File: src/rtl/core/sshdfr_pkg.sv
// shared types and constants for the ssh binary packet deframer
// used by sshdfr_front, sshdfr_queue, sshdfr_back and the top level
`timescale 1ns / 1ps

package sshdfr_pkg;

   // result classification
   typedef enum logic [2:0] {
      KIND_NONE       = 3'd0,
      KIND_BANNER_CHR = 3'd1,
      KIND_BANNER_END = 3'd2,
      KIND_PAYLOAD    = 3'd3,
      KIND_BAD_LENGTH = 3'd4,
      KIND_BAD_PADDING= 3'd5
   } kind_type;

   // one classified word handed from the front to the back
   typedef struct packed {
      kind_type    kind;
      logic [7:0]  data;
      logic        payload_last;
      logic        packet_end;
      logic [7:0]  packet_type;
      logic [11:0] payload_length;
   } event_type;

   localparam logic [7:0] CHAR_LF = 8'h0a;
   localparam logic [7:0] CHAR_CR = 8'h0d;

   // smallest legal packet length
   localparam logic [31:0] LENGTH_MIN = 32'd6;

   localparam int QUEUE_DEPTH = 2;
   localparam int QPTR_W      = 1;
   localparam int QCNT_W      = 2;

endpackage

File: src/rtl/core/ssh_binary_packet_deframer.sv
// ssh binary packet deframer, top level: front parser, word queue, back end
// depends on sshdfr_pkg, sshdfr_front, sshdfr_queue, sshdfr_back
`timescale 1ns / 1ps

// Takes one received word per clock while req_stall is low, and returns
// exactly one result word for each. After reset or a new-connection word it
// passes the identification line (CR dropped, up to BANNER_CAP-1 characters
// kept, LF ends it), then deframes binary packets: payload bytes stream out
// as they arrive, the last one flagged, and the packet's last byte reports
// type and payload length. Bad lengths and bad padding are counted in
// error_total. A word is parsed in the cycle it is accepted, is written into
// the queue, and moves into the result register when the back end pops it; a
// two-word queue and the result register let the input keep taking one word
// every cycle while the rsp side is not stalled, and req_stall rises only
// once that queue has filled behind a stalled output.

module ssh_binary_packet_deframer #(
   parameter int PACKET_MAX = 4096,
   parameter int BANNER_CAP = 256
) (
   input  logic        clock,
   input  logic        reset,
   input  logic        req_valid,
   output logic        req_stall,
   input  logic        req_operation,
   input  logic [7:0]  req_data_byte,
   output logic        rsp_valid,
   input  logic        rsp_stall,
   output logic [2:0]  rsp_kind,
   output logic [7:0]  rsp_data_out,
   output logic        rsp_payload_last,
   output logic        rsp_packet_end,
   output logic [7:0]  rsp_packet_type,
   output logic [11:0] rsp_payload_length,
   output logic [31:0] rsp_error_total,
   output logic [31:0] rsp_packet_total
);

   logic                  q_full;
   logic                  q_not_empty;
   logic                  q_pop;
   logic                  take;
   sshdfr_pkg::event_type front_event;
   sshdfr_pkg::event_type q_event;

   assign take      = req_valid && !q_full;
   assign req_stall = q_full;

   sshdfr_front #(
      .PACKET_MAX(PACKET_MAX),
      .BANNER_CAP(BANNER_CAP)
   ) u_front (
      .clock     (clock),
      .reset     (reset),
      .take      (take),
      .operation (req_operation),
      .data_byte (req_data_byte),
      .result    (front_event)
   );

   sshdfr_queue u_queue (
      .clock      (clock),
      .reset      (reset),
      .push       (take),
      .push_event (front_event),
      .full       (q_full),
      .pop        (q_pop),
      .pop_event  (q_event),
      .not_empty  (q_not_empty)
   );

   sshdfr_back u_back (
      .clock              (clock),
      .reset              (reset),
      .q_not_empty        (q_not_empty),
      .q_event            (q_event),
      .q_pop              (q_pop),
      .rsp_valid          (rsp_valid),
      .rsp_stall          (rsp_stall),
      .rsp_kind           (rsp_kind),
      .rsp_data_out       (rsp_data_out),
      .rsp_payload_last   (rsp_payload_last),
      .rsp_packet_end     (rsp_packet_end),
      .rsp_packet_type    (rsp_packet_type),
      .rsp_payload_length (rsp_payload_length),
      .rsp_error_total    (rsp_error_total),
      .rsp_packet_total   (rsp_packet_total)
   );

   // a well-formed packet always carries at least its type byte
   a_end_has_payload: assert property (@(posedge clock) disable iff (reset)
      rsp_valid && rsp_packet_end |-> rsp_payload_length != 12'd0)
      else $error("packet end with empty payload");

   a_last_is_payload: assert property (@(posedge clock) disable iff (reset)
      rsp_valid && rsp_payload_last |-> rsp_kind == sshdfr_pkg::KIND_PAYLOAD)
      else $error("payload_last on a non-payload word");

   a_error_no_end: assert property (@(posedge clock) disable iff (reset)
      rsp_valid && (rsp_kind == sshdfr_pkg::KIND_BAD_LENGTH ||
                    rsp_kind == sshdfr_pkg::KIND_BAD_PADDING)
      |-> !rsp_packet_end && !rsp_payload_last)
      else $error("framing error word also marks a packet");

   // the front never hands a word to a full queue
   a_no_overflow: assert property (@(posedge clock) disable iff (reset)
      q_full |=> !(q_full && $past(take) && !$past(q_pop)) || $past(!q_full))
      else $error("word queue overflow");

endmodule

File: src/rtl/core/sshdfr_front.sv
// front end: banner and packet header parser, classifies each received word
// depends on sshdfr_pkg
`timescale 1ns / 1ps

module sshdfr_front #(
   parameter int PACKET_MAX = 4096,
   parameter int BANNER_CAP = 256
) (
   input  logic                  clock,
   input  logic                  reset,
   input  logic                  take,
   input  logic                  operation,
   input  logic [7:0]            data_byte,
   output sshdfr_pkg::event_type result
);

   localparam int OFF_W = $clog2(PACKET_MAX);

   localparam logic [OFF_W-1:0] OFF_PADDING = OFF_W'(4);
   localparam logic [OFF_W-1:0] OFF_TYPE    = OFF_W'(5);
   localparam logic [31:0]      LENGTH_MAX  = 32'(PACKET_MAX - 4);
   localparam logic [7:0]       BANNER_KEEP = 8'(BANNER_CAP - 1);

   logic             banner_done_ff, banner_done_in;
   logic [7:0]       banner_count_ff, banner_count_in;
   logic [OFF_W-1:0] offset_ff, offset_in;
   logic [31:0]      length_ff, length_in;
   logic             skip_ff, skip_in;
   logic [7:0]       type_ff, type_in;
   logic [OFF_W-1:0] plen_ff, plen_in;
   logic [OFF_W-1:0] payload_end_ff, payload_end_in;
   logic [OFF_W-1:0] last_off_ff, last_off_in;

   logic [32:0] pad_plus_one;
   logic [32:0] plen_wide;
   logic [31:0] plen_ext;

   always_ff @(posedge clock) begin
      if (reset) begin
         banner_done_ff  <= 1'b0;
         banner_count_ff <= '0;
         offset_ff       <= '0;
         length_ff       <= '0;
         skip_ff         <= 1'b0;
         type_ff         <= '0;
      end else if (take) begin
         banner_done_ff  <= banner_done_in;
         banner_count_ff <= banner_count_in;
         offset_ff       <= offset_in;
         length_ff       <= length_in;
         skip_ff         <= skip_in;
         type_ff         <= type_in;
      end
   end

   always_ff @(posedge clock) begin
      if (take) begin
         plen_ff        <= plen_in;
         payload_end_ff <= payload_end_in;
         last_off_ff    <= last_off_in;
      end
   end

   always_comb begin
      pad_plus_one = 33'(data_byte) + 33'd1;
      plen_wide    = {1'b0, length_ff} - pad_plus_one;
      plen_ext     = 32'(plen_ff);
   end

   always_comb begin
      banner_done_in  = banner_done_ff;
      banner_count_in = banner_count_ff;
      offset_in       = offset_ff;
      length_in       = length_ff;
      skip_in         = skip_ff;
      type_in         = type_ff;
      plen_in         = plen_ff;
      payload_end_in  = payload_end_ff;
      last_off_in     = last_off_ff;
      result          = '0;
      result.kind     = sshdfr_pkg::KIND_NONE;

      if (operation) begin
         banner_done_in  = 1'b0;
         banner_count_in = '0;
         offset_in       = '0;
         length_in       = '0;
         skip_in         = 1'b0;
         type_in         = '0;
      end else if (!banner_done_ff) begin
         if (data_byte == sshdfr_pkg::CHAR_LF) begin
            banner_done_in = 1'b1;
            result.kind    = sshdfr_pkg::KIND_BANNER_END;
         end else if (data_byte != sshdfr_pkg::CHAR_CR &&
                      banner_count_ff < BANNER_KEEP) begin
            banner_count_in = banner_count_ff + 8'd1;
            result.kind     = sshdfr_pkg::KIND_BANNER_CHR;
            result.data     = data_byte;
         end
      end else if (offset_ff < OFF_PADDING) begin
         // big-endian length field
         length_in = {length_ff[23:0], data_byte};
         offset_in = offset_ff + OFF_W'(1);
      end else if (offset_ff == OFF_PADDING) begin
         if (length_ff < sshdfr_pkg::LENGTH_MIN || length_ff > LENGTH_MAX) begin
            result.kind = sshdfr_pkg::KIND_BAD_LENGTH;
            offset_in   = '0;
            length_in   = '0;
         end else begin
            // length fits the offset width here
            skip_in        = (pad_plus_one >= {1'b0, length_ff});
            plen_in        = plen_wide[OFF_W-1:0];
            payload_end_in = plen_wide[OFF_W-1:0] + OFF_W'(4);
            last_off_in    = length_ff[OFF_W-1:0] + OFF_W'(3);
            offset_in      = OFF_TYPE;
         end
      end else begin
         if (!skip_ff && offset_ff <= payload_end_ff) begin
            result.kind = sshdfr_pkg::KIND_PAYLOAD;
            result.data = data_byte;
            if (offset_ff == OFF_TYPE) begin
               type_in = data_byte;
            end
            result.payload_last = (offset_ff == payload_end_ff);
         end
         if (offset_ff >= last_off_ff) begin
            if (skip_ff) begin
               result.kind = sshdfr_pkg::KIND_BAD_PADDING;
            end else begin
               result.packet_end     = 1'b1;
               result.packet_type    = type_ff;
               result.payload_length = plen_ext[11:0];
            end
            offset_in = '0;
            length_in = '0;
            skip_in   = 1'b0;
         end else begin
            offset_in = offset_ff + OFF_W'(1);
         end
      end
   end

endmodule

File: src/rtl/core/sshdfr_queue.sv
// short queue of classified words between the front and the back
// depends on sshdfr_pkg
`timescale 1ns / 1ps

module sshdfr_queue (
   input  logic                  clock,
   input  logic                  reset,
   input  logic                  push,
   input  sshdfr_pkg::event_type push_event,
   output logic                  full,
   input  logic                  pop,
   output sshdfr_pkg::event_type pop_event,
   output logic                  not_empty
);

   sshdfr_pkg::event_type entries_ff [sshdfr_pkg::QUEUE_DEPTH];

   logic [sshdfr_pkg::QPTR_W-1:0] wr_ptr_ff, wr_ptr_in;
   logic [sshdfr_pkg::QPTR_W-1:0] rd_ptr_ff, rd_ptr_in;
   logic [sshdfr_pkg::QCNT_W-1:0] count_ff, count_in;

   always_ff @(posedge clock) begin
      if (reset) begin
         wr_ptr_ff <= '0;
         rd_ptr_ff <= '0;
         count_ff  <= '0;
      end else begin
         wr_ptr_ff <= wr_ptr_in;
         rd_ptr_ff <= rd_ptr_in;
         count_ff  <= count_in;
      end
   end

   always_ff @(posedge clock) begin
      if (push) begin
         entries_ff[wr_ptr_ff] <= push_event;
      end
   end

   always_comb begin
      wr_ptr_in = push ? wr_ptr_ff + sshdfr_pkg::QPTR_W'(1) : wr_ptr_ff;
      rd_ptr_in = pop ? rd_ptr_ff + sshdfr_pkg::QPTR_W'(1) : rd_ptr_ff;
      count_in  = count_ff;
      if (push && !pop) begin
         count_in = count_ff + sshdfr_pkg::QCNT_W'(1);
      end else if (pop && !push) begin
         count_in = count_ff - sshdfr_pkg::QCNT_W'(1);
      end
   end

   assign full      = (count_ff == sshdfr_pkg::QCNT_W'(sshdfr_pkg::QUEUE_DEPTH));
   assign not_empty = (count_ff != '0);
   assign pop_event = entries_ff[rd_ptr_ff];

endmodule

File: src/rtl/core/sshdfr_back.sv
// back end: keeps the error and packet counters and holds the result register
// depends on sshdfr_pkg
`timescale 1ns / 1ps

module sshdfr_back (
   input  logic                  clock,
   input  logic                  reset,
   input  logic                  q_not_empty,
   input  sshdfr_pkg::event_type q_event,
   output logic                  q_pop,
   output logic                  rsp_valid,
   input  logic                  rsp_stall,
   output logic [2:0]            rsp_kind,
   output logic [7:0]            rsp_data_out,
   output logic                  rsp_payload_last,
   output logic                  rsp_packet_end,
   output logic [7:0]            rsp_packet_type,
   output logic [11:0]           rsp_payload_length,
   output logic [31:0]           rsp_error_total,
   output logic [31:0]           rsp_packet_total
);

   logic                  valid_ff, valid_in;
   sshdfr_pkg::event_type word_ff;
   logic [31:0]           error_ff, error_in;
   logic [31:0]           packet_ff, packet_in;
   logic                  is_error;

   always_ff @(posedge clock) begin
      if (reset) begin
         valid_ff  <= 1'b0;
         error_ff  <= '0;
         packet_ff <= '0;
      end else begin
         valid_ff  <= valid_in;
         error_ff  <= error_in;
         packet_ff <= packet_in;
      end
   end

   always_ff @(posedge clock) begin
      if (q_pop) begin
         word_ff <= q_event;
      end
   end

   always_comb begin
      q_pop    = q_not_empty && (!valid_ff || !rsp_stall);
      is_error = (q_event.kind == sshdfr_pkg::KIND_BAD_LENGTH) ||
                 (q_event.kind == sshdfr_pkg::KIND_BAD_PADDING);
      valid_in = q_pop ? 1'b1 : (valid_ff && rsp_stall);
      error_in  = (q_pop && is_error) ? error_ff + 32'd1 : error_ff;
      packet_in = (q_pop && q_event.packet_end) ? packet_ff + 32'd1 : packet_ff;
   end

   assign rsp_valid          = valid_ff;
   assign rsp_kind           = word_ff.kind;
   assign rsp_data_out       = word_ff.data;
   assign rsp_payload_last   = word_ff.payload_last;
   assign rsp_packet_end     = word_ff.packet_end;
   assign rsp_packet_type    = word_ff.packet_type;
   assign rsp_payload_length = word_ff.payload_length;
   // counters already include the word they ride with
   assign rsp_error_total    = error_ff;
   assign rsp_packet_total   = packet_ff;

endmodule

File: config.mk
export PLATFORM = sky130hd
export DESIGN_NAME = ssh_binary_packet_deframer
export DESIGN_NICKNAME = d
export VERILOG_FILES = /design/src/rtl/core/sshdfr_pkg.sv /design/src/rtl/core/ssh_binary_packet_deframer.sv /design/src/rtl/core/sshdfr_front.sv /design/src/rtl/core/sshdfr_queue.sv /design/src/rtl/core/sshdfr_back.sv
export SDC_FILE = /design/constraint.sdc
export NUM_CORES = 1
export LEC_CHECK = 0
export ABC_AREA = 1
export ABC_CLOCK_PERIOD_IN_PS = 4200
export BUFFER_PORTS_ARGS = -buffer_cell sky130_fd_sc_hd__buf_2
export CAP_MARGIN = 15
export CORE_MARGIN = 1.5
export CORE_UTILIZATION = 55
export CTS_CLUSTER_SIZE = 28
export DETAILED_ROUTE_END_ITERATION = 7
export PLACE_DENSITY_LB_ADDON = 0.1
export SLEW_MARGIN = 25
export SYNTH_ARGS = -nofsm -noshare
export SYNTH_HDL_FRONTEND = slang
export SYNTH_SLANG_ARGS = --single-unit
File: constraint.sdc
create_clock -name clock -period 4.2 [get_ports clock]
set_clock_uncertainty 0.1 [all_clocks]
set_input_delay 0.84 -clock clock [delete_from_list [all_inputs] [get_ports clock]]
set_output_delay 0.84 -clock clock [all_outputs]
set_load 0.05 [all_outputs]
==> flow_summary_export.csv, run 1 <==
group,metric,value,unit
sta,finalSetupViolations,0,
synthesis,yosys_warnings,0,
clock_network,htreeDepth,1,
detailed_routing,via_per_inst,5.24,
hold_path,hold_end,"u_queue.rd_ptr_ff",
synthesis,async_reset_ff_share,0,%
setup_path,start_kind,"primary input",
synthesis,synth_area_leaders,"edfxtp_1, dfxtp_1, nand2_1",
setup_path,r2r-start,"u_front.length_ff[0]",
finish,final_core_util,63.8,%
synthesis,syn-mean-instance-area,8.18,um^2
sta,rsz0062_at_grt,"false",
placed_design,place_area,0.0147,mm^2
finish,syn2layout_area_growth,12.9,%
detailed_routing,wirelength,31.4,mm
detailed_routing,postRouteAntennaNets,0,
global_route,grt_pass1_vias,10600,
synthesis,synthXorXnorAreaFrac,3.86,%
synthesis,synth_compound_area_share,5.78,%
clock_network,ctsResizeCount,0,
sta,max_freq,0.313,GHz
synthesis,post_synth_inst_count,1690,
power_and_ir_drop,peakVddDrop,0.500,mV
clock_network,cts_buffer_depth,3,
synthesis,ys_types,48,
synthesis,syn_nets,1759,
synthesis,synth-adder-area-share,5.12,%
global_route,antenna_found_initial,0,
synthesis,synth_area,0.0138,mm^2
synthesis,yosysMostFrequentCell,"nand2_1",
detailed_routing,vias,11200,
clock_network,cts_buffers,28,
synthesis,ys_seq_area_share,48.0,%
die,die_area,0.0261,mm^2
sta,whs,368,ps
global_route,grt_max_degree,68,
setup_path,r2r_cells,11,
clock_network,postCtsSetupRepairBufs,0,
hold_path,hp-start,"u_queue.rd_ptr_ff",
global_route,grt_pass1_wl,52.0,mm
hold_path,holdCritPathClass,"reg2reg",
die,coreArea,0.0245,mm^2
synthesis,synth_edf_count,133,
global_route,grtUsageTotal,24.4,%
sta,slew_viol_final,0,
hold_path,holdPathStages,1,
die,start_util,56.5,%
detailed_routing,drt_pass1_iterations,5,
power_and_ir_drop,p_leak,6.81,nW
setup_path,crit_fanout,6,
synthesis,synthMuxAreaShare,2.44,%
placed_design,dpl.hpwl,22.4,mm
clock_network,cts_hold_buf,0,
placed_design,io_buffers,111,
clock_network,cts_tree,"built",
sta,min_period_over_period,76.1,%
outcome,status,"completed",
synthesis,yosysTopAreaCell,"edfxtp_1",
clock_network,cts_num_sinks,265,
sta,fin_crit,3190,ps
die,die_w,162,um
die,rows,57,
power_and_ir_drop,p_per_area,504,mW/mm^2
setup_path,cp.required,4400,ps
setup_path,rrSetupSlack,1270,ps
synthesis,ys.flop_type,"edfxtp_1",
clock_network,cts_root_buf,"clkbuf_16",
finish,fill_cells,2121,
setup_path,cp-end-kind,"register",
detailed_routing,wl_per_cell,14.6,um
clock_network,clock_latency,540,ps
sta,finalHoldViolCount,0,
finish,n_antenna_cell,0,
setup_path,r2r_end,"u_front.payload_end_ff[11]",
finish,final_area,0.0156,mm^2
synthesis,yosys-top-cells-count,"nand2_1, inv_1, nor2_1",
placed_design,gp_congestion,0.932,
sta,setup_tns,0,ps
detailed_routing,drc,0,
synthesis,synth_seq_cells,265,
die,die_h,162,um
sta,tightest_slew,790,ps
setup_path,critPathArrivalTime,3390,ps
die,ioPinCount,112,
setup_path,critPathKind,"in2reg",
flow_run,max_cap_violations,0,
detailed_routing,drtIter0Drc,995,
synthesis,synth-simple-area-share,26.3,%
clock_network,clk_pin_slew,60,ps
synthesis,yosysTopAreaCellShare,28.9,%
synthesis,synth_top_family_by_area,"simple AND/OR/NAND/NOR gates",
finish,finalNetCount,1868,
global_route,overflow,0,
sta,slew-limit-headroom,47.2,%
finish,layout-drive-gt1-share,13.5,%
## cells in the final DEF (no fill, tap or decap), types with 33 or more instances in the layout
master,count
a21oi_1,88
buf_2,111
dfxtp_1,132
edfxtp_1,133
ha_1,55
inv_1,242
nand2_1,383
nand3_1,72
nand4_1,61
nor2_1,232
nor3_1,44
o21ai_0,33
xor2_1,42
## metal layers
metal | vias up | routed length [um] | global-route usage [%]
li1 | 5677 | - | -
met1 | 5200 | 14600 | 34.9
met2 | 322 | 14100 | 38.4
met3 | 50 | 2100 | 4.01
met4 | 0 | 600 | 6.90
met5 | - | 0 | 0
## stage by stage
step | worst slack (ps) | power, mW | std cells
floorplan | 696 | 4.97 | 1690
global placement | 601 | 5.41 | 2093
detailed placement | 518 | 5.44 | 2093
CTS | 1020 | 7.93 | 2145
global route | 666 | 8.26 | 2145
finish | 1010 | 7.87 | 2145
## where the power goes
group          switching (mW)  total, mW  internal [mW]
logic                    1.51       2.05          0.545
clock network           0.997       2.49           1.49
registers               0.157       3.33           3.18
## sequential cells by signal, indices dropped and copies added, names as in the netlist, 10 cells and up, named ones only
| register | count |
|---|---|
| u_front.offset_ff | 12 |
| u_queue.entries_ff | 66 |
| u_front.plen_ff | 10 |
| u_back.rsp_error_total | 32 |
| u_back.rsp_payload_length | 12 |
| u_front.length_ff | 32 |
| u_front.payload_end_ff | 12 |
| u_front.last_off_ff | 12 |
| u_back.rsp_packet_total | 32 |
## area by class of cell
type                    count  area, um^2  share of cell area [%]
flip-flops and latches    265        6640                    42.5
multi-input cells        1128        6030                    38.7
inverters                 255         958                    6.14
clock buffers              40         827                    5.30
repair buffers            121         631                    4.04
well taps                 324         405                    2.60
clock inverters            12         115                   0.738
## cells by family (layout without fill, tap and decap cells)
group | after synthesis | count (layout)
adders and majority gates | 56 | 56
buffers and inverters | 297 | 428
AOI/OAI and AO/OA | 147 | 147
muxes | 30 | 30
xor gates and xnor gates | 61 | 61
and+or+nand+nor | 834 | 834
DFF | 265 | 265
## worst max path at each step
stage / start / slack (ps) / to
finish: req_data_byte[2] / 1010 / u_front.payload_end_ff[11]
floorplan: req_operation / 700 / u_front.last_off_ff[0]
global placement: req_data_byte[2] / 600 / u_front.payload_end_ff[11]
global route: req_data_byte[2] / 670 / u_front.payload_end_ff[11]
detailed placement: req_data_byte[2] / 520 / u_front.payload_end_ff[11]
CTS: req_data_byte[2] / 1020 / u_front.payload_end_ff[11]
## critical path, stage by stage
cell and delay [ps]:
buf_2 120, inv_1 70, nor3_1 310, nand3_1 170, nor2_1 120, nand2_1 70, xor2_1 180, inv_1 60
ha_1 370, nand2_1 110, nor2_1 140, nand2_1 90, nand2_1 80, nand2_1 60, nand2_2 110, nand2_1 70
nor2_2 180, nand3_1 110, nand2_1 90, nand2_1 50
Power figures use the tool's default switching activity.
==> run 2: changes to the inputs <==
ABC_CLOCK_PERIOD_IN_PS = 2900   (was 4200)
clock period = 2.9 ns   (was 4.2 ns; I/O delays follow)
==> run 2 against run 1 <==
Sequential share of layout area shrank 1.2 points. Final area grew 3.0%. Sequential power grew 44%. Clock-buffer cell count shrank 2. Combinational power grew 56%. Via count grew 1.4%. Largest power group unchanged. Critical endpoint is now u_front.length_ff[10]. Register-to-register slack lost 1000 ps.
==> flow_summary_export.csv, run 2 (same netlist as run 1, synthesis figures left out) <==
group,metric,value,unit
detailed_routing,drtIter0Drc,908,
setup_path,cp-end-kind,"register",
hold_path,holdCritPathClass,"in2reg",
power_and_ir_drop,clkPwrFrac,32.0,%
clock_network,cts_buffers,28,
clock_network,htreeDepth,1,
clock_network,cts_tree,"built",
sta,slew_viol_final,0,
detailed_routing,postRouteAntennaNets,0,
die,die_h,162,um
sta,slew-limit-headroom,47.3,%
clock_network,cts_root_buf,"clkbuf_16",
global_route,grt_max_degree,68,
global_route,grtUsageTotal,24.3,%
clock_network,clk_pin_slew,60,ps
power_and_ir_drop,cellInternalPower,7.88,mW
detailed_routing,wl_per_cell,14.3,um
finish,final_area,0.0161,mm^2
sta,whs,283,ps
finish,syn2layout_area_growth,16.3,%
placed_design,place_area,0.0151,mm^2
global_route,antenna_found_initial,0,
sta,rsz0062_at_grt,"false",
die,start_util,56.5,%
die,die_area,0.0261,mm^2
global_route,overflow,0,
outcome,status,"completed",
detailed_routing,vias,11400,
sta,fin_crit,2660,ps
finish,n_antenna_cell,0,
placed_design,io_buffers,111,
power_and_ir_drop,p_total,11.8,mW
sta,finalHoldViolCount,0,
power_and_ir_drop,p_sw,3.89,mW
sta,tightest_slew,790,ps
clock_network,ctsResizeCount,0,
sta,min_period_over_period,91.8,%
power_and_ir_drop,pwr-share-seq,40.8,%
finish,layout-drive-gt1-share,16.0,%
finish,largest_register_ffs,66,
finish,regMostFlops,"u_queue.entries_ff",
clock_network,cts_num_sinks,265,
placed_design,gp_congestion,0.938,
global_route,grt_pass1_wl,51.5,mm
setup_path,cp.required,3230,ps
setup_path,critPathArrivalTime,2990,ps
finish,layout_commonest_cell,"nand2_1",
sta,max_freq,0.376,GHz
power_and_ir_drop,p_leak,7.08,nW
power_and_ir_drop,p_comb_share,27.2,%
detailed_routing,drt_pass1_iterations,5,
finish,final_core_util,65.7,%
clock_network,clock_latency,540,ps
clock_network,cts_buffer_depth,3,
sta,finalSetupViolations,0,
sta,setup_tns,0,ps
setup_path,critPathKind,"reg2reg",
setup_path,start_kind,"register",
clock_network,postCtsSetupRepairBufs,0,
finish,final_cell_mix,"nand2_1, inv_1, nor2_1, edfxtp_1, dfxtp_1",
die,ioPinCount,112,
finish,finalNetCount,1921,
die,rows,57,
power_and_ir_drop,p_per_area,732,mW/mm^2
setup_path,crit_fanout,42,
flow_run,max_cap_violations,0,
die,coreArea,0.0245,mm^2
placed_design,dpl.hpwl,22.6,mm
detailed_routing,wirelength,31.4,mm
power_and_ir_drop,sw_frac_of_total,33.1,%
power_and_ir_drop,peakVddDrop,0.667,mV
die,die_w,162,um
detailed_routing,via_per_inst,5.19,
clock_network,cts_hold_buf,0,
global_route,grt_pass1_vias,10600,
detailed_routing,drc,0,
[run 2: changes by cell type in the layout (fill, tap and decap cells not counted), moves of 2 or more]
| cell | delta |
|---|---|
| inv_6 | -2 |
| clkbuf_8 | -4 |
| buf_12 | +2 |
| clkbuf_1 | +2 |
| bufinv_16 | +3 |
| buf_4 | +51 |
[run 2: worst max-delay path: stages, from the launching register on]
cell     delay (ps)
dfxtp_1         500
inv_1           170
buf_4           190
ha_1            180
nor2_1          110
nand3_1          80
nand2_1          70
inv_1            80
nand4_4         280
nand3_4         430
nor2_1          260
nor2_1           70
[run 2: power groups by stage]
stage	registers (mW)	clock network, mW	logic, mW
global placement	4.87	0	3.18
finish	4.80	3.77	3.20
CTS	4.81	3.83	3.22
global route	4.85	3.99	3.48
detailed placement	4.89	0	3.20
floorplan	5.74	0	1.47
[run 2: through the flow]
step	setup slack [ps]	instances
2_1_floorplan	0.0639	1690
3_3_place_gp	-162	2146
3_5_place_dp	-206	2146
4_1_cts	275	2198
5_1_grt	1.98	2198
6_report	239	2198
[run 2: cell type report]
| type | instances | area, um^2 |
|---|---|---|
| Multi-Input combinational cell | 1128 | 6040 |
| Tap cell | 324 | 405 |
| Sequential cell | 265 | 6640 |
| Fill cell | 2094 | 8390 |
| Timing Repair Buffer | 174 | 1050 |
| Inverter | 255 | 958 |
| Clock inverter | 14 | 200 |
| Clock buffer | 38 | 779 |
[run 2: path summary, 6_finish.rpt]
| path | start | endpoint | slack (ps) | cells past startpoint |
|---|---|---|---|---|
| max | u_front.length_ff[1] | u_front.length_ff[10] | 240 | 11 |
| min | rsp_stall | u_back.rsp_valid | 280 | 3 |
| max reg2reg | u_front.length_ff[1] | u_front.length_ff[10] | 240 | 11 |
| min reg2reg | u_queue.rd_ptr_ff | u_queue.rd_ptr_ff | 360 | 1 |
[run 2: routing by layer]
metal | global-route usage [%] | routed length, um | vias to the layer above | share of wire, %
li1 | - | - | 5785 | -
met1 | 34.9 | 14600 | 5295 | 46
met2 | 39.2 | 14500 | 294 | 46
met3 | 2.90 | 1900 | 36 | 6.0
met4 | 5.39 | 448 | 0 | 1.4
met5 | 0 | 0 | - | 0
